===== config.mk =====
export PLATFORM = sky130hd
export DESIGN_NAME = c2s_front
export DESIGN_NICKNAME = d
export VERILOG_FILES = /design/src/rtl/c2s_pkg.sv /design/src/rtl/c2s_front.sv
export SDC_FILE = /design/constraint.sdc
export NUM_CORES = 2
export LEC_CHECK = 0
export ABC_AREA = 1
export ABC_CLOCK_PERIOD_IN_PS = 16600
export BUFFER_PORTS_ARGS = -buffer_cell sky130_fd_sc_hd__buf_4
export CAP_MARGIN = 20
export CORE_MARGIN = 2
export CORE_UTILIZATION = 45
export CTS_BUF_LIST = sky130_fd_sc_hd__clkbuf_4 sky130_fd_sc_hd__clkbuf_8 sky130_fd_sc_hd__clkbuf_16
export CTS_CLUSTER_DIAMETER = 120
export DETAILED_ROUTE_END_ITERATION = 6
export MAX_ROUTING_LAYER = met4
export PLACE_DENSITY = 0.68
export SLEW_MARGIN = 20
export SYNTH_ARGS = -nofsm -noshare
export SYNTH_HDL_FRONTEND = slang
export SYNTH_SLANG_ARGS = --single-unit

===== constraint.sdc =====
create_clock -name clock -period 16.6 [get_ports clock]
set_input_delay 0 -clock clock [delete_from_list [all_inputs] [get_ports clock]]
set_output_delay 0 -clock clock [all_outputs]
set_load 0.005 [all_outputs]

===== src/rtl/c2s_pkg.sv =====
// Shared types, constants and the CORDIC arctangent table of the
// cartesian to spherical converter. No dependencies.
`timescale 1ns / 1ps

package c2s_pkg;

   // Defaults of the top level parameters.
   localparam int DEF_COORD_WIDTH   = 24;
   localparam int DEF_CORDIC_STAGES = 16;

   // Fixed result field widths.
   localparam int RADIUS_WIDTH   = 24;
   localparam int POLAR_WIDTH    = 16;
   localparam int AZIMUTH_WIDTH  = 17;
   localparam int RSP_DATA_WIDTH = 64;
   localparam int RSP_PAD_WIDTH  = RSP_DATA_WIDTH - RADIUS_WIDTH - POLAR_WIDTH - AZIMUTH_WIDTH;
   localparam int RSP_USER_WIDTH = 1;

   // Two square roots run side by side: the full radius and the xy radius.
   localparam int NUM_ROOTS = 2;
   localparam int SQ_RADIUS = 0;
   localparam int SQ_RHO    = 1;

   // Two CORDIC lanes: azimuth atan2(y, x) and polar atan2(rho, z).
   localparam int NUM_LANES = 2;
   localparam int LANE_AZ   = 0;
   localparam int LANE_POL  = 1;

   // Guard bits in front of the CORDIC datapath (multiply by 256).
   localparam int GUARD_SHIFT = 8;
   // Extra integer bits of the CORDIC datapath above the guarded input.
   localparam int CORDIC_EXTRA = 11;

   // Angle accumulator: 2^31 equals pi, 2^16 accumulator units are one angle unit.
   localparam int ACC_WIDTH      = 34;
   localparam int ANGLE_SHIFT    = 16;
   localparam int ANGLE_WIDTH    = ACC_WIDTH - ANGLE_SHIFT;
   localparam int ATAN_TABLE_LEN = 24;

   localparam logic signed [ACC_WIDTH-1:0] ACC_PI =
      {{(ACC_WIDTH-32){1'b0}}, 32'h8000_0000};
   localparam logic signed [ACC_WIDTH-1:0] ACC_HALF =
      {{(ACC_WIDTH-16){1'b0}}, 16'h8000};

   localparam logic signed [ANGLE_WIDTH-1:0] ANGLE_PI   = ANGLE_WIDTH'(32768);
   localparam logic signed [ANGLE_WIDTH-1:0] ANGLE_TURN = ANGLE_WIDTH'(65536);
   localparam logic signed [ANGLE_WIDTH-1:0] AZ_LOW     = -ANGLE_WIDTH'(32767);

   localparam logic [RADIUS_WIDTH-1:0] RADIUS_MAX = {RADIUS_WIDTH{1'b1}};

   typedef struct packed {
      logic                     zero_point;
      logic [AZIMUTH_WIDTH-1:0] azimuth;
      logic [POLAR_WIDTH-1:0]   polar_angle;
      logic [RADIUS_WIDTH-1:0]  radius;
   } c2s_result_type;

   // atan(2^-i) scaled so that 2^31 equals pi, rounded to nearest.
   function automatic logic signed [ACC_WIDTH-1:0] atan_entry(input int idx);
      logic signed [ACC_WIDTH-1:0] val;
      case (idx)
         0:  val = ACC_WIDTH'(536870912);
         1:  val = ACC_WIDTH'(316933406);
         2:  val = ACC_WIDTH'(167458907);
         3:  val = ACC_WIDTH'(85004756);
         4:  val = ACC_WIDTH'(42667331);
         5:  val = ACC_WIDTH'(21354465);
         6:  val = ACC_WIDTH'(10679838);
         7:  val = ACC_WIDTH'(5340245);
         8:  val = ACC_WIDTH'(2670163);
         9:  val = ACC_WIDTH'(1335087);
         10: val = ACC_WIDTH'(667544);
         11: val = ACC_WIDTH'(333772);
         12: val = ACC_WIDTH'(166886);
         13: val = ACC_WIDTH'(83443);
         14: val = ACC_WIDTH'(41722);
         15: val = ACC_WIDTH'(20861);
         16: val = ACC_WIDTH'(10430);
         17: val = ACC_WIDTH'(5215);
         18: val = ACC_WIDTH'(2608);
         19: val = ACC_WIDTH'(1304);
         20: val = ACC_WIDTH'(652);
         21: val = ACC_WIDTH'(326);
         22: val = ACC_WIDTH'(163);
         23: val = ACC_WIDTH'(81);
         default: val = '0;
      endcase
      return val;
   endfunction

endpackage


===== src/rtl/c2s_front.sv =====
// Front end of the converter: input register, magnitudes, squares and sums.
// Three register stages. Depends on c2s_pkg.
`timescale 1ns / 1ps

module c2s_front import c2s_pkg::*; #(
   parameter int COORD_WIDTH = DEF_COORD_WIDTH
) (
   input  logic                            clock,
   input  logic                            reset,
   input  logic                            en,
   input  logic                            in_valid,
   input  logic signed [COORD_WIDTH-1:0]   in_x,
   input  logic signed [COORD_WIDTH-1:0]   in_y,
   input  logic signed [COORD_WIDTH-1:0]   in_z,
   output logic                            out_valid,
   output logic        [2*COORD_WIDTH-1:0] out_sum_xy,
   output logic        [2*COORD_WIDTH-1:0] out_sum_xyz,
   output logic signed [COORD_WIDTH-1:0]   out_x,
   output logic signed [COORD_WIDTH-1:0]   out_y,
   output logic signed [COORD_WIDTH-1:0]   out_z
);

   localparam int W    = COORD_WIDTH;
   localparam int SQ_W = 2 * COORD_WIDTH;

   logic [2:0] valid_ff;

   logic signed [W-1:0] x1_ff, y1_ff, z1_ff;
   logic        [W-1:0] mx1_ff, my1_ff, mz1_ff;
   logic        [W-1:0] mx1_in, my1_in, mz1_in;

   logic signed [W-1:0]  x2_ff, y2_ff, z2_ff;
   logic        [SQ_W-1:0] sqx2_ff, sqy2_ff, sqz2_ff;
   logic        [SQ_W-1:0] sqx2_in, sqy2_in, sqz2_in;

   logic signed [W-1:0]  x3_ff, y3_ff, z3_ff;
   logic        [SQ_W-1:0] sxy3_ff, sxyz3_ff;
   logic        [SQ_W-1:0] sxy3_in, sxyz3_in;

   // The most negative value negates onto itself, which as unsigned is its magnitude.
   always_comb begin
      mx1_in = in_x[W-1] ? $unsigned(-in_x) : $unsigned(in_x);
      my1_in = in_y[W-1] ? $unsigned(-in_y) : $unsigned(in_y);
      mz1_in = in_z[W-1] ? $unsigned(-in_z) : $unsigned(in_z);

      sqx2_in = SQ_W'(mx1_ff) * SQ_W'(mx1_ff);
      sqy2_in = SQ_W'(my1_ff) * SQ_W'(my1_ff);
      sqz2_in = SQ_W'(mz1_ff) * SQ_W'(mz1_ff);

      sxy3_in  = sqx2_ff + sqy2_ff;
      sxyz3_in = sqx2_ff + sqy2_ff + sqz2_ff;
   end

   always_ff @(posedge clock) begin
      if (reset) begin
         valid_ff <= '0;
      end else if (en) begin
         valid_ff <= {valid_ff[1:0], in_valid};
      end
   end

   always_ff @(posedge clock) begin
      if (en) begin
         x1_ff    <= in_x;
         y1_ff    <= in_y;
         z1_ff    <= in_z;
         mx1_ff   <= mx1_in;
         my1_ff   <= my1_in;
         mz1_ff   <= mz1_in;
         x2_ff    <= x1_ff;
         y2_ff    <= y1_ff;
         z2_ff    <= z1_ff;
         sqx2_ff  <= sqx2_in;
         sqy2_ff  <= sqy2_in;
         sqz2_ff  <= sqz2_in;
         x3_ff    <= x2_ff;
         y3_ff    <= y2_ff;
         z3_ff    <= z2_ff;
         sxy3_ff  <= sxy3_in;
         sxyz3_ff <= sxyz3_in;
      end
   end

   assign out_valid   = valid_ff[2];
   assign out_sum_xy  = sxy3_ff;
   assign out_sum_xyz = sxyz3_ff;
   assign out_x       = x3_ff;
   assign out_y       = y3_ff;
   assign out_z       = z3_ff;

endmodule


# Word-level counts from Yosys, hierarchy flattened
# Index checks and enable logic that the tools add are counted.
[word_totals]
output_inout_bits = 169
regBits = 531
in_bits = 76
wordCells = 32
[op_classes]
add_sub_neg = 5
multipliers = 3
muxes = 3
[ops]
columns = ["operator", "count"]
rows = [
  ["24-bit by 24-bit multiplier with 48-bit output", 3],
  ["48-bit adder", 2],
  ["24-bit negator", 3],
  ["23-bit 2-to-1 mux", 3],
]

# Logic depth before layout (Yosys ltp)
[depth]
ltp_word = 2
mapped_depth = 28

# Worst setup path before layout
# OpenSTA, ideal clock, no wires.
[synth_path]
path_type = "flip-flop to flip-flop"
from = "register mx1_ff[14]"
to = "register sqx2_ff[25] (data pin)"
path_slack_ns = 10.314
stages_incl_launch_ff = 25
setup_time_ns = 0.262
n_path_buf = 1
t_arrival_ns = 6.023
path_cell_list = "edfxtp_1 -> clkbuf_1 -> nand2_1 -> fa_1 -> inv_1 -> fa_1 -> inv_1 -> fa_1 -> inv_1 -> fa_1 -> inv_1 -> fa_1 -> inv_1 -> fa_1 -> inv_1 -> fa_1 -> inv_1 -> ha_1 -> a21o_1 -> a21oi_1 -> nor2_1 -> nor2_1 -> a21boi_1 -> o21bai_1 -> xor2_1"
[synth_via]
elab_chain_len = 1
[synth_lines]
columns = ["element", "line", "text"]
rows = [
  ["from (decl)", "c2s_front.sv:29", "logic [W-1:0] mx1_ff, my1_ff, mz1_ff;"],
  ["from (signal assigned)", "c2s_front.sv:67", "mx1_ff <= mx1_in;"],
  ["24-bit by 24-bit multiplier with 48-bit output", "c2s_front.sv:46", "sqx2_in = SQ_W'(mx1_ff) * SQ_W'(mx1_ff);"],
  ["net sqx2_in[25]", "c2s_front.sv:34", "logic [SQ_W-1:0] sqx2_in, sqy2_in, sqz2_in;"],
  ["to (signal assigned)", "c2s_front.sv:73", "sqx2_ff <= sqx2_in;"],
  ["to (decl)", "c2s_front.sv:33", "logic [SQ_W-1:0] sqx2_ff, sqy2_ff, sqz2_ff;"],
]
# The timed path passes the listed nets, and every way through them passes these cells.
# A chain may end at the register's enable or synchronous reset.

# Worst setup path after layout
[layout_path]
from = "register mz1_ff[1]"
to = "register sqz2_ff[21] (data pin)"
[layout_via]
elab_chain_len = 1
[layout_lines]
columns = ["element", "line", "text"]
rows = [
  ["from (decl)", "c2s_front.sv:29", ""],
  ["from (signal assigned)", "c2s_front.sv:69", "mz1_ff <= mz1_in;"],
  ["24-bit by 24-bit multiplier with 48-bit output", "c2s_front.sv:48", "sqz2_in = SQ_W'(mz1_ff) * SQ_W'(mz1_ff);"],
  ["net sqz2_in[21]", "c2s_front.sv:34", ""],
  ["to (signal assigned)", "c2s_front.sv:75", "sqz2_ff <= sqz2_in;"],
  ["to (decl)", "c2s_front.sv:33", ""],
]
# The timed path passes the listed nets, and every way through them passes these cells.

==> key figures <==
Detailed routing
  • Routed length on met3: around 10000 µm
  • Detailed Route WL: approximately 200000 µm
  • Drt drc: 0
  • Vias: 55036
  • DR top layer: met4
  • Vias per std cell: ~5
  • Met1 WL: about 84000 µm
  • 1st-iter DRT viols: approximately 3700
  • Routed wl met2: ~99000 µm
  • DRT Pass-1 Iters: 5
  • Antenna-violating nets left: 0
  • WL/cell: about 18 µm

Timing
  • Post-layout minimum cycle time: around 7.4 ns
  • Setup TNS: 0 ns
  • Fin. Hold Viols: 0
  • Final setup vio count: 0
  • Period utilization: 44.8%
  • Normalized max-slew margin: about a fifth
  • Worst Skew: roughly 0.046 ns
  • RSZ-0062 raised after global routing: no
  • Pins Over Slew Limit: 0
  • Worst Tran Pin Value: roughly 1.2 ns
  • Achievable frequency: 134 MHz

Clock tree
  • Clk buf depth: 3
  • CTS sink cnt: 522
  • Worst skew pair latency: 0.75 ns
  • Inserted Clock Buffers: between 60 and 70
  • Max H-tree Level: 2
  • Root buffer cell: clkbuf_16
  • CTS tree: yes
  • Clk slew on worst S/H paths: ~0.080 ns
  • Setup bufs post-CTS: 0

Worst hold path
  • Worst Hold Class: primary input to register

GRT
  • Vias in the first global route: 60096
  • Largest net degree at the start of global routing: 96
  • All-Layer GR Usage: about a quarter
  • First-pass GRT wire length: around 320000 µm
  • Global route overflow: 0
  • Initial antenna violation count: 0

Yosys
  • Unique cell type count in the Yosys netlist: 47
  • #FFs+latches synth: roughly 520
  • Synth Cell Area: 74700 µm²
  • Post-synth top area cell: fa_1
  • Yosys top cell area share: 34.0%
  • Synthesized Nets: just over 10000
  • Mean post-synth cell area: slightly below 9 µm²
  • Top cells by area, synth: fa_1, edfxtp_1, inv_1
  • Yosys warns: 0
  • Sequential cell area fraction in the yosys report: about a fifth
  • Syn Inst Count: ~8400

Final layout
  • Ant diodes: 0
  • Final nets: 10717
  • Layout cell share with drive strength beyond 1: 5.13%
  • Layout area overhead: 10.5%

Critical path
  • Critical path fanouts, max: 24
  • Required time of the critical path: between 15 and 20 ns
  • Flop-to-flop setup slack: between 9 and 10 ns
  • Worst R2R Path Depth: 23
  • Critical Path Source Type: register
  • Kind of critical path: register to register
  • Arrival @ worst endpoint: slightly below 8 ns
  • Worst setup path endpoint: sqz2_ff[21]$_DFFE_PP_
  • Reg2reg start: mz1_ff[1]$_DFFE_PP_
  • Reg-to-reg critical path endpoint: sqz2_ff[21]$_DFFE_PP_
  • CP startpoint: mz1_ff[1]$_DFFE_PP_
  • Crit. End Element: register

Floorplanning
  • Core area: around 160000 µm²
  • Die Y: roughly 410 µm
  • Ports: between 200 and 250
  • Initial Utilization: about 45%
  • Die W: ~410 µm
  • Rows: roughly 150
  • Die ar.: 169000 µm²

Flow run
  • Max Cap Viol: 0

Run status
  • Status: finished, final reports clean

Placement
  • Hpwl dp: between 150000 and 200000 µm
  • Port Buffers: 244
  • GPL Wtd Cong: 0.996
[worst min-delay path by stage]
stage / from / endpoint / cells past startpoint
after global routing: in_y[12] / y1_ff[12]$_DFFE_PP_ / 2
after floorplan: reset / valid_ff[0]$_SDFFE_PP0P_ / 1
final: in_y[7] / y1_ff[7]$_DFFE_PP_ / 2
after global placement: reset / valid_ff[1]$_SDFFE_PP0P_ / 2
after detailed placement: reset / valid_ff[2]$_SDFFE_PP0P_ / 2
after CTS: in_y[5] / y1_ff[5]$_DFFE_PP_ / 2
[synthesized netlist by cell type (all sizes together)]
cell type,count
o21a,17
clkbuf,153
o31a,1
ha,618
and2,5
fa,1268
o311ai,1
a21boi,18
a211o,1
a21oi,309
a31o,2
a31oi,32
xor2,216
nor4,23
o211ai,10
nand2,1546
o21ai,199
o31ai,2
edfxtp,519
inv,2521
a211oi,1
nand2b,2
and3,3
o211a,1
or2,9
nor2,530
dfxtp,3
nor3,56
o2111ai,2
xnor2,89
nand3,172
o21bai,43
clkinv,1
nand4,22
a21o,33
[cell families (layout without fill, tap and decap cells)]
group	Yosys count	count (layout)	synth area share (%)
buffers and inverters	2675	3050	13.5
and+or+nand+nor	2368	2368	12.6
adders and majority gates	1886	1886	44.4
AOI/OAI and AO/OA	672	672	5.08
DFF	522	522	21.0
xor gates and xnor gates	305	305	3.58
[sequential cells by signal, indices dropped and copies added (netlist names)]
| name | flops |
|---|---|
| mz1_ff | 23 |
| y2_ff | 24 |
| x2_ff | 24 |
| sqy2_ff | 46 |
| out_sum_xy | 48 |
| out_z | 24 |
| out_sum_xyz | 48 |
| z1_ff | 24 |
| sqz2_ff | 46 |
| my1_ff | 23 |
| x1_ff | 24 |
| z2_ff | 24 |
| y1_ff | 24 |
| sqx2_ff | 46 |
| out_x | 24 |
| valid_ff | 3 |
| out_y | 24 |
| mx1_ff | 23 |
[per-layer routing]
layer  track usage, %  vias to the layer above
met5                -                        -
met4             9.45                        0
met3             2.61                      403
met2             42.3                     1609
met1             31.3                    27358
li1                 -                    25666
[worst max-delay path, stage by stage (launching register included)]
cell      delay [ns]
edfxtp_1        1.14
nand2_1         0.24
fa_1            0.54
inv_1           0.06
fa_1            0.52
inv_1           0.06
fa_1            0.53
inv_1           0.05
fa_1            0.49
inv_1           0.05
fa_1            0.53
inv_1           0.05
fa_1            0.48
inv_1           0.05
fa_1            0.47
inv_1           0.04
ha_1            0.34
nand2_1         0.16
inv_1           0.06
a21oi_1         0.23
inv_1           0.06
a21oi_1         0.43
o21ai_0         0.22
xor2_1          0.38
[layout make-up]
cell class	instances	area (µm²)
clock buffer	70	1590
clock inverter	41	582
fill	15389	82300
inverter	2522	9470
multi-input combinational	5231	49000
sequential	522	15600
tap	2189	2740
timing repair buffer	417	3510
[placed cells by master (no fill, tap or decap), types with 17 or more instances in the layout]
master and instances:
nor3_1 56, o21bai_1 42, a21o_1 33, o21ai_0 182, a21oi_1 307, edfxtp_1 519, fa_1 1268, xnor2_1 89
inv_1 2519, nand3_1 172, nand4_1 22, dlygate4sd3_1 105, nor2_1 529, xor2_1 216, clkbuf_16 61, nor4_1 21
buf_4 301, nand2_1 1536, o21a_1 17, a31oi_1 32, ha_1 618
[per-stage QoR]
stage / instance area, µm² / worst slack [ns] / std cells / utilization, % / hold slack (ns)
finish: 82500 / 9.16 / 10992 / 50.1 / 0.0359
global route: 82500 / 8.85 / 10992 / 50.1 / 0.0298
CTS: 82400 / 9.05 / 10986 / 50.0 / 0.00141
detailed placement: 79100 / 9.11 / 10770 / 48.0 / 0.184
global placement: 79100 / 9.16 / 10768 / 48.0 / 0.175
floorplan: 74700 / 10.31 / 8428 / - / 0.0691
[repair_timing]
item	CTS	global route
hold buffers	105	0
endpoints found under the setup margin	0	0
endpoints found under the hold margin	231	0
gates resized for setup	0	0
Power is not shown: default switching activity piles up to over one toggle a cycle in this logic, so the estimate is an artifact.
