[src/rtl/c2s_pkg.sv]
// Shared types, constants and the CORDIC arctangent table of the
// cartesian to spherical converter. No dependencies.
`timescale 1ns / 1ps

package c2s_pkg;

   // Defaults of the top level parameters.
   localparam int DEF_COORD_WIDTH   = 24;
   localparam int DEF_CORDIC_STAGES = 16;

   // Fixed result field widths.
   localparam int RADIUS_WIDTH   = 24;
   localparam int POLAR_WIDTH    = 16;
   localparam int AZIMUTH_WIDTH  = 17;
   localparam int RSP_DATA_WIDTH = 64;
   localparam int RSP_PAD_WIDTH  = RSP_DATA_WIDTH - RADIUS_WIDTH - POLAR_WIDTH - AZIMUTH_WIDTH;
   localparam int RSP_USER_WIDTH = 1;

   // Two square roots run side by side: the full radius and the xy radius.
   localparam int NUM_ROOTS = 2;
   localparam int SQ_RADIUS = 0;
   localparam int SQ_RHO    = 1;

   // Two CORDIC lanes: azimuth atan2(y, x) and polar atan2(rho, z).
   localparam int NUM_LANES = 2;
   localparam int LANE_AZ   = 0;
   localparam int LANE_POL  = 1;

   // Guard bits in front of the CORDIC datapath (multiply by 256).
   localparam int GUARD_SHIFT = 8;
   // Extra integer bits of the CORDIC datapath above the guarded input.
   localparam int CORDIC_EXTRA = 11;

   // Angle accumulator: 2^31 equals pi, 2^16 accumulator units are one angle unit.
   localparam int ACC_WIDTH      = 34;
   localparam int ANGLE_SHIFT    = 16;
   localparam int ANGLE_WIDTH    = ACC_WIDTH - ANGLE_SHIFT;
   localparam int ATAN_TABLE_LEN = 24;

   localparam logic signed [ACC_WIDTH-1:0] ACC_PI =
      {{(ACC_WIDTH-32){1'b0}}, 32'h8000_0000};
   localparam logic signed [ACC_WIDTH-1:0] ACC_HALF =
      {{(ACC_WIDTH-16){1'b0}}, 16'h8000};

   localparam logic signed [ANGLE_WIDTH-1:0] ANGLE_PI   = ANGLE_WIDTH'(32768);
   localparam logic signed [ANGLE_WIDTH-1:0] ANGLE_TURN = ANGLE_WIDTH'(65536);
   localparam logic signed [ANGLE_WIDTH-1:0] AZ_LOW     = -ANGLE_WIDTH'(32767);

   localparam logic [RADIUS_WIDTH-1:0] RADIUS_MAX = {RADIUS_WIDTH{1'b1}};

   typedef struct packed {
      logic                     zero_point;
      logic [AZIMUTH_WIDTH-1:0] azimuth;
      logic [POLAR_WIDTH-1:0]   polar_angle;
      logic [RADIUS_WIDTH-1:0]  radius;
   } c2s_result_type;

   // atan(2^-i) scaled so that 2^31 equals pi, rounded to nearest.
   function automatic logic signed [ACC_WIDTH-1:0] atan_entry(input int idx);
      logic signed [ACC_WIDTH-1:0] val;
      case (idx)
         0:  val = ACC_WIDTH'(536870912);
         1:  val = ACC_WIDTH'(316933406);
         2:  val = ACC_WIDTH'(167458907);
         3:  val = ACC_WIDTH'(85004756);
         4:  val = ACC_WIDTH'(42667331);
         5:  val = ACC_WIDTH'(21354465);
         6:  val = ACC_WIDTH'(10679838);
         7:  val = ACC_WIDTH'(5340245);
         8:  val = ACC_WIDTH'(2670163);
         9:  val = ACC_WIDTH'(1335087);
         10: val = ACC_WIDTH'(667544);
         11: val = ACC_WIDTH'(333772);
         12: val = ACC_WIDTH'(166886);
         13: val = ACC_WIDTH'(83443);
         14: val = ACC_WIDTH'(41722);
         15: val = ACC_WIDTH'(20861);
         16: val = ACC_WIDTH'(10430);
         17: val = ACC_WIDTH'(5215);
         18: val = ACC_WIDTH'(2608);
         19: val = ACC_WIDTH'(1304);
         20: val = ACC_WIDTH'(652);
         21: val = ACC_WIDTH'(326);
         22: val = ACC_WIDTH'(163);
         23: val = ACC_WIDTH'(81);
         default: val = '0;
      endcase
      return val;
   endfunction

endpackage

[src/rtl/c2s_out.sv]
// Result formatting (angle rounding, wrap and clamp, radius saturation) and the
// output register with one skid entry that stalls the pipeline. Depends on c2s_pkg.
`timescale 1ns / 1ps

module c2s_out import c2s_pkg::*; #(
   parameter int COORD_WIDTH = DEF_COORD_WIDTH
) (
   input  logic                        clock,
   input  logic                        reset,
   input  logic                        in_valid,
   input  logic [COORD_WIDTH-1:0]      in_radius,
   input  logic signed [ACC_WIDTH-1:0] in_acc [NUM_LANES],
   input  logic                        in_zero [NUM_LANES],
   input  logic                        rsp_tready,
   output logic                        en,
   output logic                        out_valid,
   output c2s_result_type              out_result
);

   localparam int EXT_W = (COORD_WIDTH > RADIUS_WIDTH) ? COORD_WIDTH : RADIUS_WIDTH;

   logic [EXT_W-1:0]             rad_ext;
   logic signed [ACC_WIDTH-1:0]  acc_rnd [NUM_LANES];
   logic signed [ANGLE_WIDTH-1:0] ang    [NUM_LANES];
   logic signed [ANGLE_WIDTH-1:0] az_w, pol_w;
   c2s_result_type               result_in;

   c2s_result_type out_ff, skid_ff;
   logic           out_valid_ff, skid_valid_ff;
   logic           take, out_free;

   always_comb begin
      for (int l = 0; l < NUM_LANES; l++) begin
         acc_rnd[l] = in_acc[l] + ACC_HALF;
         ang[l]     = $signed(acc_rnd[l][ACC_WIDTH-1:ANGLE_SHIFT]);
      end

      // Azimuth is kept in (-pi, pi]: minus pi reads as plus pi.
      if (in_zero[LANE_AZ]) begin
         az_w = '0;
      end else if (ang[LANE_AZ] > ANGLE_PI) begin
         az_w = ang[LANE_AZ] - ANGLE_TURN;
      end else if (ang[LANE_AZ] < AZ_LOW) begin
         az_w = ang[LANE_AZ] + ANGLE_TURN;
      end else begin
         az_w = ang[LANE_AZ];
      end

      if (in_zero[LANE_POL] || ang[LANE_POL][ANGLE_WIDTH-1]) begin
         pol_w = '0;
      end else if (ang[LANE_POL] > ANGLE_PI) begin
         pol_w = ANGLE_PI;
      end else begin
         pol_w = ang[LANE_POL];
      end

      rad_ext = EXT_W'(in_radius);
      if (rad_ext > EXT_W'(RADIUS_MAX)) begin
         result_in.radius = RADIUS_MAX;
      end else begin
         result_in.radius = rad_ext[RADIUS_WIDTH-1:0];
      end
      result_in.polar_angle = pol_w[POLAR_WIDTH-1:0];
      result_in.azimuth     = az_w[AZIMUTH_WIDTH-1:0];
      // The rounded radius is zero only for the origin.
      result_in.zero_point  = (in_radius == '0);
   end

   assign en       = !skid_valid_ff;
   assign take     = in_valid && en;
   assign out_free = !out_valid_ff || rsp_tready;

   always_ff @(posedge clock) begin
      if (reset) begin
         out_valid_ff  <= 1'b0;
         skid_valid_ff <= 1'b0;
      end else if (out_free) begin
         if (skid_valid_ff) begin
            out_valid_ff  <= 1'b1;
            skid_valid_ff <= 1'b0;
         end else begin
            out_valid_ff <= take;
         end
      end else if (take) begin
         skid_valid_ff <= 1'b1;
      end
   end

   always_ff @(posedge clock) begin
      if (out_free) begin
         if (skid_valid_ff) begin
            out_ff <= skid_ff;
         end else if (take) begin
            out_ff <= result_in;
         end
      end else if (take) begin
         skid_ff <= result_in;
      end
   end

   assign out_valid  = out_valid_ff;
   assign out_result = out_ff;

endmodule

[config.mk]
export PLATFORM = sky130hd
export DESIGN_NAME = c2s_out
export DESIGN_NICKNAME = d
export VERILOG_FILES = /design/src/rtl/c2s_pkg.sv /design/src/rtl/c2s_out.sv
export SDC_FILE = /design/constraint.sdc
export NUM_CORES = 1
export LEC_CHECK = 0
export CAP_MARGIN = 10
export CORE_MARGIN = 5
export CORE_UTILIZATION = 63
export DETAILED_ROUTE_END_ITERATION = 6
export DONT_BUFFER_PORTS = 1
export MAX_ROUTING_LAYER = met4
export PLACE_DENSITY = 0.79
export SLEW_MARGIN = 20
export SYNTH_ARGS = -nofsm -noshare
export SYNTH_HDL_FRONTEND = slang
export SYNTH_SLANG_ARGS = --single-unit
[constraint.sdc]
create_clock -name clock -period 8.2 [get_ports clock]
set_clock_uncertainty 0.15 [all_clocks]
set_input_delay 1.23 -clock clock [delete_from_list [all_inputs] [get_ports clock]]
set_output_delay 1.23 -clock clock [all_outputs]
set_load 0.05 [all_outputs]
# Word-level counts from Yosys, hierarchy flattened
# Cells that the tools add are included.
# W data, S select, Z words.
# classes
shift,0
n_bitwise,1
reduce_logical,10
magnitude_cmp,4
mul,0
n_mux,9
add_sub_neg,4
div_mod_pow,0
eq_ne,0
# op_table
cell,count
$mux W58,2
$add A34 B17 Y34 const B,2
$mux W17,3
$gt A18 B17 Y1 const B,2
$mux W16,2
$gt A24 B24 Y1 const B,1
$logic_not A24 Y1,1
$mux W24,1
$lt A18 B16 Y1 const B,1
$add A17 B17 Y17 const B,1
$sub A17 B17 Y17 const B,1
$reduce_and A2 Y1,2
$logic_not A1 Y1,2
$logic_or A1 B1 Y1,2
$reduce_bool A2 Y1,1
$reduce_or A2 Y1,1
$logic_and A1 B1 Y1,1
$mux W1,1
$not A1 Y1,1
# totals
mem_count,0
ramBits,0
romBits,0
output_inout_bits,60
regBits,118
latchBits,0
input_bits,98

# Longest topological paths before layout
# Gate-level depths: netlist (run 1).
# logic_depth
depth_word,7
ltp_mapped,8
mapped_depth_nobuf,7

# Worst setup path after synthesis (run 1)
# No wires, ideal clock.
# synth_path
kind,input to register
start,input port rsp_tready
end,"register skid_ff[0] in the netlist's numbering, enable pin"
path_stages,2
t_arrival_ns,5.722
slack_ns,1.771
t_required_ns,7.493
path_cell_list,nand2b_1 nor3b_1
# synth_between
elab_chain_cells,3
# synth_lines
item,line_no,text
"start, declared",c2s_out.sv:14,"input logic rsp_tready,"
$logic_or A1 B1 Y1,c2s_out.sv:71,assign out_free = !out_valid_ff || rsp_tready;
$not A1 Y1 (no source line),--,
$reduce_and A2 Y1 (no source line),--,
"end signal, assigned",c2s_out.sv:97,skid_ff <= result_in;
"end, declared",c2s_out.sv:28,"c2s_result_type out_ff, skid_ff;"
# No other way between the ends.
# A chain may end at the register's enable or synchronous reset.

# Worst setup path in the final report (run 1)
# layout_path
start,input port in_acc[49] in the netlist's numbering
end,"register out_ff, in the netlist out_result[56] (data pin)"
# layout_between
elab_chain_cells,7
# layout_lines
item,line_no,text
"start, declared",c2s_out.sv:12,"input logic signed [ACC_WIDTH-1:0] in_acc [NUM_LANES],"
$add A34 B17 Y34 *,c2s_out.sv:34,acc_rnd[l] = in_acc[l] + ACC_HALF;
$add A17 B17 Y17 or $lt A18 B16 Y1 (tied branches),"c2s_out.sv:44, c2s_out.sv:43",
$mux W17,c2s_out.sv:43,end else if (ang[LANE_AZ] < AZ_LOW) begin
$mux W17 *,c2s_out.sv:41,end else if (ang[LANE_AZ] > ANGLE_PI) begin
$mux W17 *,c2s_out.sv:39,if (in_zero[LANE_AZ]) begin
$mux W58 *,c2s_out.sv:93,end else if (take) begin
$mux W58 *,c2s_out.sv:91,if (skid_valid_ff) begin
"end signal, assigned",c2s_out.sv:92,out_ff <= skid_ff;
"end signal, assigned",c2s_out.sv:94,out_ff <= result_in;
"end, declared",c2s_out.sv:28,
# Every way passes the cells marked *; elsewhere a longest branch is shown, timed or not. The select of a mux whose other input is x is not followed.

==> impl_metrics.env, run 1 <==
export IMPL_status="finished, final reports clean"
export IMPL_cts_hold_buffers=0
export IMPL_synth_distinct_cells=44
export IMPL_power_frac_seq=0.495
export IMPL_num_io_pins=158
export IMPL_cts_max_level=4
export IMPL_synth_area_leaders="edfxtp_1, mux2_2, o31ai_2"
export IMPL_synth_top_area_cell="edfxtp_1"
export IMPL_port_buffers=0
export IMPL_cap_violations=0
export IMPL_grt_usage=0.203
export IMPL_setup_tns_final_ns=0
export IMPL_synth_warnings=0
export IMPL_finalPower_w=0.00158
export IMPL_yosysSeqAreaShare=0.626
export IMPL_drive_gt1_frac=0.217
export IMPL_worstSetupPathType="input port to register"
export IMPL_syn_to_final_growth_pct=10.5
export IMPL_comb_power_share=0.042
export IMPL_vias_per_cell=6.14
export IMPL_totalWireLength_mm=10.9
export IMPL_max_slew_margin_rel=0.309
export IMPL_cts_setup_buffers=0
export IMPL_timing_reg2reg_setup_slack_ns=5.90
export IMPL_final_setup_viol_count=0
export IMPL_drc=0
export IMPL_nets=510
export IMPL_synth_top_area_frac=0.619
export IMPL_cts_buffers=17
export IMPL_maxSlewViolCount=0
export IMPL_cp_required_ns=8.24
export IMPL_clk_latency_ns=0.49
export IMPL_start_util=0.645
export IMPL_core_mm2=0.00872
export IMPL_tightest_slew_ns=1.04
export IMPL_clkPwrFrac=0.464
export IMPL_hold_viol=0
export IMPL_first_pass_iters=4
export IMPL_switching_share=0.246
export IMPL_grt_max_degree=90
export IMPL_worst_setup_path_start_kind="input port"
export IMPL_synth_edff_count=116
export IMPL_clock_sinks=118
export IMPL_cellPowerDensity_mw_per_mm2=254
export IMPL_grt_pass1_wl_mm=16.9
export IMPL_cts_resized=0
export IMPL_rsz0062_at_grt="no"
export IMPL_postRouteAntennaNets=0
export IMPL_min_path_type="register to register"
export IMPL_die_w_um=105
export IMPL_num_rows=34
export IMPL_switchingPower_w=0.000389
export IMPL_peakVddDrop_uv=140
export IMPL_gp_congestion=0.802
export IMPL_wl_per_cell_um=20.5
export IMPL_worst_path_max_fanout=7
export IMPL_period_share=0.358
export IMPL_cts_tree="yes"
export IMPL_synth_top_cells_by_count="edfxtp_1, nand2_1, nor2_1, clkbuf_1, mux2_2"
export IMPL_syn_nets=531
export IMPL_synth_main_ff_cell="edfxtp_1"
export IMPL_finalInstanceArea_mm2=0.00622
export IMPL_syn_inst=431
export IMPL_antenna_found_initial=0
export IMPL_num_antenna_cells=0
export IMPL_grt_overflow_total=0
export IMPL_async_reset_ff_frac=0
export IMPL_postSynthAreaPerCell_um2=13.1
export IMPL_ctsLongestPathBuffers=2
export IMPL_drtIter0Drc=152
export IMPL_die_area_mm2=0.0109
export IMPL_synth_most_common_cell="edfxtp_1"
export IMPL_dp_hpwl_mm=7.17
export IMPL_arrival_ns=2.97
export IMPL_p_leak_nw=1.99
export IMPL_post_route_min_period_ns=2.93
export IMPL_synth_area_mm2=0.00563
export IMPL_cts_root_buffer="clkbuf_8"
export IMPL_crit_path_end_kind="register"
export IMPL_clk_pin_slew_worst_paths_ns=0.06
export IMPL_timing_hold_ws_ns=0.369
export IMPL_fillers=592
export IMPL_route_vias_total=3261
export IMPL_fmax_mhz=341
export IMPL_die_y_um=105
export IMPL_p_int_w=0.00119
export IMPL_grt_pass1_vias=3139
export IMPL_placed_area_mm2=0.00562
export IMPL_synth_seq_cells=118
## cells by family after synthesis
group           count (synthesis)  synth area share
fa+ha+maj                       2           0.00445
simple gates                  154             0.153
mux                            26            0.0520
xor+xnor                       34            0.0529
buf+inv                        48            0.0349
flops                         118             0.626
compound gates                 49            0.0761
## path summary, 6_finish.rpt
path,startpoint,endpoint,cells past startpoint
setup / recovery,in_acc[49],out_result[56],7
hold / removal,skid_ff[50],out_result[50],2
setup reg to reg,skid_valid_ff,skid_ff[2],3
hold reg to reg,skid_ff[50],out_result[50],2
## power groups by stage
stage	Combinational [W]	Sequential [W]	Clock, W
after floorplan	0.0000609	0.000790	0
after global placement	0.0000636	0.000793	0
after detailed placement	0.0000662	0.000794	0
after CTS	0.0000666	0.000782	0.000740
after global routing	0.0000732	0.000783	0.000776
final	0.0000657	0.000781	0.000733
## final cells by class
type | instances | area (um^2) | area share
clock buffer | 18 | 418 | 0.0672
clock inverter | 14 | 174 | 0.0280
inverter | 4 | 15.0 | 0.00242
multi-input combinational | 265 | 1920 | 0.308
sequential | 118 | 3530 | 0.567
tap | 108 | 135 | 0.0217
timing repair buffer | 4 | 30.0 | 0.00483
## layout by cell type (no fill, tap or decap), drive strengths merged, types with 2 or more instances in the layout
cell type and n:
edfxtp 116, nand2 43, nor2 40, o31ai 34, mux2 26, xnor2 19
clkbuf 18, nand3 16, xor2 15, nand4 13, nor4 11, nor3 8
and3 7, inv 7, clkinv 7, a21oi 5, buf 4, and4 3
or4 3, bufinv 3, or3 2, a21o 2, nand2b 2, ha 2
o21ai 2, dfxtp 2
## metal layers
layer | vias to the layer above | GRT usage | share of wire
met5 | - | - | 0
li1 | 1563 | - | -
met1 | 1577 | 0.251 | 0.43
met2 | 111 | 0.310 | 0.48
met3 | 10 | 0.0900 | 0.085
met4 | 0 | 0.0490 | 0.010
## registers in the layout, indices dropped and copies added (netlist names)
register,count
skid_ff,58
out_result,58
out_valid,1
skid_valid_ff,1
## metrics by stage
stage / std cells / utilization / worst slack (ns)
floorplan: 431 / - / 1.77
global placement: 499 / 0.645 / 4.80
detailed placement: 499 / 0.645 / 4.78
CTS: 531 / 0.713 / 5.30
global route: 531 / 0.713 / 5.20
finish: 531 / 0.713 / 5.27
## critical path, cell delays in order
cell	delay (ns)
ha_1	0.28
and4_1	0.30
or4_1	0.53
nand3_1	0.10
nand4b_2	0.14
nor4_4	0.25
o31ai_1	0.13
No activity file was read; power rests on OpenSTA's default activity.
==> inputs of run 2 (changes only) <==
--- a/config.mk
+++ b/config.mk
@@ -5,13 +5,14 @@
 export SDC_FILE = /design/constraint.sdc
 export NUM_CORES = 1
 export LEC_CHECK = 0
+export ABC_AREA = 1
 export CAP_MARGIN = 10
 export CORE_MARGIN = 5
-export CORE_UTILIZATION = 63
+export CORE_UTILIZATION = 57
 export DETAILED_ROUTE_END_ITERATION = 6
 export DONT_BUFFER_PORTS = 1
 export MAX_ROUTING_LAYER = met4
-export PLACE_DENSITY = 0.79
+export PLACE_DENSITY = 0.75
 export SLEW_MARGIN = 20
 export SYNTH_ARGS = -nofsm -noshare
 export SYNTH_HDL_FRONTEND = slang
==> constraint.sdc (replaced) <==
create_clock -name clock -period 2.49 [get_ports clock]
set_clock_uncertainty 0.15 [all_clocks]
set_input_delay 0.3735 -clock clock [delete_from_list [all_inputs] [get_ports clock]]
set_output_delay 0.3735 -clock clock [all_outputs]
set_load 0.05 [all_outputs]
==> run 2 against run 1 <==
  * Sequential power grew to 3.3 times the previous value
  * Clock power grew to 2.8 times the previous value
  * Worst setup slack worse by 4.8 ns
  * Synthesized cell count is 49% higher
  * Global-route usage is 1.0 points higher
  * Combinational power grew to 5.5 times the previous value
  * Routed wire length is 18% higher
  * Non-clock buffer count is 41 higher
  * Critical path type is now register to output port
==> impl_metrics.env, run 2 <==
export IMPL_status="finished, final reports clean"
export IMPL_first_pass_iters=7
export IMPL_cp_top_family="buffers and inverters"
export IMPL_totalWireLength_mm=12.8
export IMPL_num_io_pins=158
export IMPL_ctsLongestPathBuffers=2
export IMPL_die_w_um=112
export IMPL_rsz0062_at_grt="no"
export IMPL_synth_distinct_cells=37
export IMPL_critPathMaxStageDelay_ns=0.36
export IMPL_cap_violations=0
export IMPL_num_antenna_cells=0
export IMPL_cts_root_buffer="clkbuf_8"
export IMPL_grt_pass1_wl_mm=20.9
export IMPL_hold_viol=0
export IMPL_final_common_cell="nand2_1"
export IMPL_synth_area_leaders="edfxtp_1, nand2_1, nor2_1"
export IMPL_die_y_um=112
export IMPL_start_util=0.581
export IMPL_syn_nets=743
export IMPL_drive_gt1_frac=0.121
export IMPL_cts_max_level=4
export IMPL_grt_overflow_total=0
export IMPL_fillers=791
export IMPL_async_reset_ff_frac=0
export IMPL_synth_top_cells_by_count="nand2_1, edfxtp_1, nor2_1, inv_1, clkbuf_1"
export IMPL_final_setup_viol_count=0
export IMPL_synth_most_common_cell="nand2_1"
export IMPL_grt_max_degree=59
export IMPL_cp_num_buf_inv=3
export IMPL_nets=765
export IMPL_max_slew_margin_rel=0.640
export IMPL_vias_per_cell=5.26
export IMPL_tightest_slew_ns=0.538
export IMPL_period_share=0.815
export IMPL_maxSlewViolCount=0
export IMPL_synth_top_area_cell="edfxtp_1"
export IMPL_synth_warnings=0
export IMPL_clk_latency_ns=0.50
export IMPL_antenna_found_initial=0
export IMPL_peakVddDrop_uv=443
export IMPL_crit_top_cell="buf_4"
export IMPL_num_rows=37
export IMPL_setup_tns_final_ns=0
export IMPL_port_buffers=0
export IMPL_yosysSeqAreaShare=0.593
export IMPL_synth_main_ff_cell="edfxtp_1"
export IMPL_dp_hpwl_mm=8.83
export IMPL_syn_to_final_growth_pct=15.6
export IMPL_synth_area_mm2=0.00595
export IMPL_cts_hold_buffers=34
export IMPL_drc=0
export IMPL_drtIter0Drc=434
export IMPL_m1WireLength_mm=5.64
export IMPL_fmax_mhz=493
export IMPL_gp_congestion=0.880
export IMPL_route_vias_total=4267
export IMPL_cts_tree="yes"
export IMPL_synth_seq_cells=118
export IMPL_core_mm2=0.0102
export IMPL_cellPowerDensity_mw_per_mm2=725
export IMPL_min_path_type="input port to register"
export IMPL_wl_met3_um=937
export IMPL_highest_layer="met4"
export IMPL_crit_path_end_kind="output port"
export IMPL_postSynthAreaPerCell_um2=9.25
export IMPL_cts_buffers=17
export IMPL_grt_usage=0.214
export IMPL_layout_common_cells="nand2_1, edfxtp_1, nor2_1"
export IMPL_worst_path_max_fanout=26
export IMPL_crit_slowest_cell="buf_4"
export IMPL_cts_resized=0
export IMPL_grt_pass1_vias=4196
export IMPL_clock_sinks=118
export IMPL_wl_per_cell_um=15.8
export IMPL_cp_required_ns=1.97
export IMPL_crit_chain="buf_4, inv_2, buf_4"
export IMPL_wl_met2_mm=6.13
export IMPL_clk_pin_slew_worst_paths_ns=0.05
export IMPL_syn_inst=643
export IMPL_finalPower_w=0.00499
export IMPL_worst_setup_path_start_kind="register"
export IMPL_post_route_min_period_ns=2.03
export IMPL_p_leak_nw=2.84
export IMPL_synth_top_area_frac=0.586
export IMPL_die_area_mm2=0.0126
export IMPL_postRouteAntennaNets=0
export IMPL_cts_setup_buffers=0
export IMPL_arrival_ns=1.50
export IMPL_synth_edff_count=116
export IMPL_worstSetupPathType="register to output port"
## run 2: changes by cell type after synthesis, sizes merged, moves of 7 or more
cell | before | now
and3 | 7 | 0
xnor2 | 19 | 1
nand2 | 43 | 257
inv | 4 | 49
xor2 | 15 | 8
mux2 | 26 | 0
nand4 | 13 | 26
o31ai | 34 | 0
nor2 | 40 | 79
## run 2: routing by layer
metal  track usage  vias to the layer above
met5             -                        -
met4        0.0505                        0
met2         0.331                      147
met3        0.0690                       13
met1         0.276                     1972
li1              -                     2135
## run 2: kinds of logic after synthesis
family,share of synthesized area
compound gates,0.0189
xor+xnor,0.0133
fa+ha+maj,0.00421
buf+inv,0.0631
flops,0.593
simple gates,0.308
## run 2: layout make-up
| cell class | count | area, um^2 | share of cell area |
|---|---|---|---|
| timing repair buffer | 45 | 435 | 0.0633 |
| inverter | 51 | 193 | 0.0280 |
| tap | 136 | 170 | 0.0248 |
| clock buffer | 20 | 425 | 0.0619 |
| multi-input combinational | 432 | 2060 | 0.300 |
| sequential | 118 | 3520 | 0.513 |
| clock inverter | 9 | 63.8 | 0.00928 |
## run 2: worst paths after layout
check	cells past startpoint	slack, ns	from	to
hold reg to reg	2	0.36	skid_ff[3]	out_result[3]
setup reg to reg	5	0.83	out_valid	skid_ff[42]
hold / removal	3	0.03	in_acc[20]	skid_ff[28]
setup / recovery	3	0.46	skid_valid_ff	en
## run 2: where the power goes
group	leakage, nW	internal, W	switching (W)	total (W)
Clock	0.242	0.00128	0.000757	0.00203
Combinational	1.48	0.000128	0.000233	0.000361
Sequential	1.11	0.00231	0.000280	0.00259
## run 2: through the flow
stage          std cells  worst slack (ns)  hold slack (ns)   util  cell area, um^2
2_1_floorplan        643            0.0401            0.293      -             5960
3_3_place_gp         748             0.272            0.296  0.591             6040
3_5_place_dp         748             0.227            0.295  0.591             6040
4_1_cts              811             0.435          0.00156  0.672             6870
5_1_grt              811             0.398           0.0193  0.672             6870
6_report             811             0.462           0.0287  0.672             6870
## run 2: worst register-to-register path: cells and delay by family, from the launching register on
kind | cells | cell delay, ns
buffers and inverters | 3 | 0.50
flip-flops | 1 | 0.33
AND/OR/NAND/NOR | 2 | 0.32
==> inputs of run 3 (changes only) <==
--- a/config.mk
+++ b/config.mk
@@ -5,14 +5,14 @@
 export SDC_FILE = /design/constraint.sdc
 export NUM_CORES = 1
 export LEC_CHECK = 0
-export ABC_AREA = 1
+export ABC_AREA = 0
 export CAP_MARGIN = 10
 export CORE_MARGIN = 5
-export CORE_UTILIZATION = 57
+export CORE_UTILIZATION = 63
 export DETAILED_ROUTE_END_ITERATION = 6
 export DONT_BUFFER_PORTS = 1
 export MAX_ROUTING_LAYER = met4
-export PLACE_DENSITY = 0.75
+export PLACE_DENSITY = 0.79
 export SLEW_MARGIN = 20
 export SYNTH_ARGS = -nofsm -noshare
 export SYNTH_HDL_FRONTEND = slang
==> constraint.sdc (replaced) <==
create_clock -name clock -period 1.95 [get_ports clock]
set_clock_uncertainty 0.15 [all_clocks]
set_input_delay 0.2925 -clock clock [delete_from_list [all_inputs] [get_ports clock]]
set_output_delay 0.2925 -clock clock [all_outputs]
set_load 0.05 [all_outputs]
==> run 3 against run 2 <==
  * Highest routed layer unchanged
  * Via count down 13%
  * Worst setup slack worse by 0.35 ns
  * Global-route usage up 3.0 points
  * Sequential power is 27% higher
  * Critical path depth grew 3
  * Sequential cell count unchanged
  * Largest cell class unchanged
  * Non-clock buffer count is 50 higher
  * Routed wire length decreased by 1.9%
  * Combinational power grew 28%
==> impl_metrics.env, run 3 (same netlist as run 1, synthesis figures left out) <==
export IMPL_status="finished, final reports clean"
export IMPL_num_rows=34
export IMPL_totalWireLength_mm=12.6
export IMPL_cap_violations=0
export IMPL_cts_max_level=4
export IMPL_fmax_mhz=543
export IMPL_postRouteAntennaNets=0
export IMPL_grt_overflow_total=0
export IMPL_route_vias_total=3702
export IMPL_nets=601
export IMPL_endpoint="skid_ff[39]"
export IMPL_grt_pass1_wl_mm=20.5
export IMPL_period_share=0.944
export IMPL_clk_pin_slew_worst_paths_ns=0.06
export IMPL_syn_to_final_growth_pct=26.6
export IMPL_timing_reg2reg_setup_slack_ns=0.24
export IMPL_ctsLongestPathBuffers=2
export IMPL_min_path_type="input port to register"
export IMPL_placed_area_mm2=0.00589
export IMPL_wl_per_cell_um=20.2
export IMPL_hold_viol=0
export IMPL_die_area_mm2=0.0109
export IMPL_fin_cells=622
export IMPL_final_setup_viol_count=0
export IMPL_peakVddDrop_uv=607
export IMPL_grt_max_degree=42
export IMPL_die_w_um=105
export IMPL_post_route_min_period_ns=1.84
export IMPL_clock_sinks=118
export IMPL_cp_startpoint="in_acc[22]"
export IMPL_num_antenna_cells=0
export IMPL_first_pass_iters=5
export IMPL_timing_hold_ws_ns=0.0261
export IMPL_reg2reg_depth=3
export IMPL_vias_per_cell=5.95
export IMPL_die_y_um=105
export IMPL_drive_gt1_frac=0.245
export IMPL_worst_path_max_fanout=5
export IMPL_dp_hpwl_mm=7.60
export IMPL_start_util=0.645
export IMPL_rsz0062_at_grt="no"
export IMPL_gp_congestion=0.834
export IMPL_port_buffers=0
export IMPL_worst_setup_path_start_kind="input port"
export IMPL_final_common_cell="edfxtp_1"
export IMPL_num_io_pins=158
export IMPL_arrival_ns=1.93
export IMPL_cts_buffers=17
export IMPL_dp_cells=523
export IMPL_r2r_end="skid_ff[43]"
export IMPL_finalInstanceArea_mm2=0.00712
export IMPL_drc=0
export IMPL_r2r_start="out_valid"
export IMPL_drtIter0Drc=201
export IMPL_layout_common_cells="edfxtp_1, dlygate4sd3_1, nand2_1"
export IMPL_max_slew_margin_rel=0.614
export IMPL_cts_tree="yes"
export IMPL_tightest_slew_ns=0.579
export IMPL_clk_latency_ns=0.49
export IMPL_antenna_found_initial=0
export IMPL_cp_required_ns=2.04
export IMPL_p_leak_nw=2.39
export IMPL_core_mm2=0.00872
export IMPL_cts_root_buffer="clkbuf_8"
export IMPL_crit_path_end_kind="register"
export IMPL_maxSlewViolCount=0
export IMPL_grt_usage=0.243
export IMPL_grt_pass1_vias=3881
export IMPL_worstSetupPathType="input port to register"
export IMPL_cellPowerDensity_mw_per_mm2=932
==> run 3: changes by cell type in the layout (fill, tap and decap cells not counted), sizes merged, moves of 6 or more <==
cell	delta
nand4	-13
o31ai	+34
mux2	+26
dlygate4sd3	+30
xnor2	+18
inv	-39
buf	+20
nand2	-214
clkinv	-6
nor2	-39
and3	+7
xor2	+7
nand3	-6
==> run 3: worst max-delay path: stages <==
cell	delay, ns
nand3_1	0.18
nor4_4	0.48
xnor2_1	0.17
and3_4	0.21
nor4_4	0.04
dlygate4sd3_1	0.56
==> run 3: where the power goes <==
group / switching (W) / total (W) / internal [W]
Clock: 0.00117 / 0.00289 / 0.00172
Sequential: 0.000351 / 0.00329 / 0.00294
Combinational: 0.000234 / 0.000462 / 0.000228
==> run 3: worst min path at each step <==
stage | from | endpoint | slack (ns) | cells after the start
finish | in_acc[29] | skid_ff[38] | 0.03 | 3
global route | in_acc[59] | out_result[49] | 0.02 | 2
CTS | in_acc[59] | out_result[49] | 0.001 | 2
detailed placement | reset | out_valid | 0.20 | 1
global placement | reset | out_valid | 0.20 | 1
floorplan | reset | out_valid | 0.20 | 1
==> run 3: layout make-up <==
| type | count | area (um^2) |
|---|---|---|
| well taps | 108 | 135 |
| clock inverters | 15 | 144 |
| repair buffers | 95 | 912 |
| fillers | 469 | 1600 |
| inverters | 4 | 15.0 |
| multi-input cells | 265 | 1970 |
| flip-flops and latches | 118 | 3530 |
| clock buffers | 17 | 414 |
==> run 3: routing by layer <==
layer | wire (um) | global-route usage | vias up
met5 | 0 | - | -
met3 | 770 | 0.0664 | 14
met1 | 5340 | 0.305 | 1800
li1 | - | - | 1752
met2 | 6320 | 0.391 | 136
met4 | 152 | 0.0685 | 0
==> run 3: stage by stage <==
step                       util  worst slack (ns)  setup TNS (ns)  total power, W
after CTS                 0.814            0.0189               0         0.00666
after detailed placement  0.676            -0.172           -4.17         0.00365
after floorplan               -            -0.755          -45.43         0.00358
after global routing      0.817            0.0181               0         0.00688
after global placement    0.676            -0.135           -2.52         0.00364
final                     0.817             0.110               0         0.00663
==> run 3: what timing repair did <==
item,CTS,global route
buffers inserted,0,2
hold buffers,65,0
hold endpoints to repair,113,0
resized for setup,0,1
setup endpoints to repair,0,2
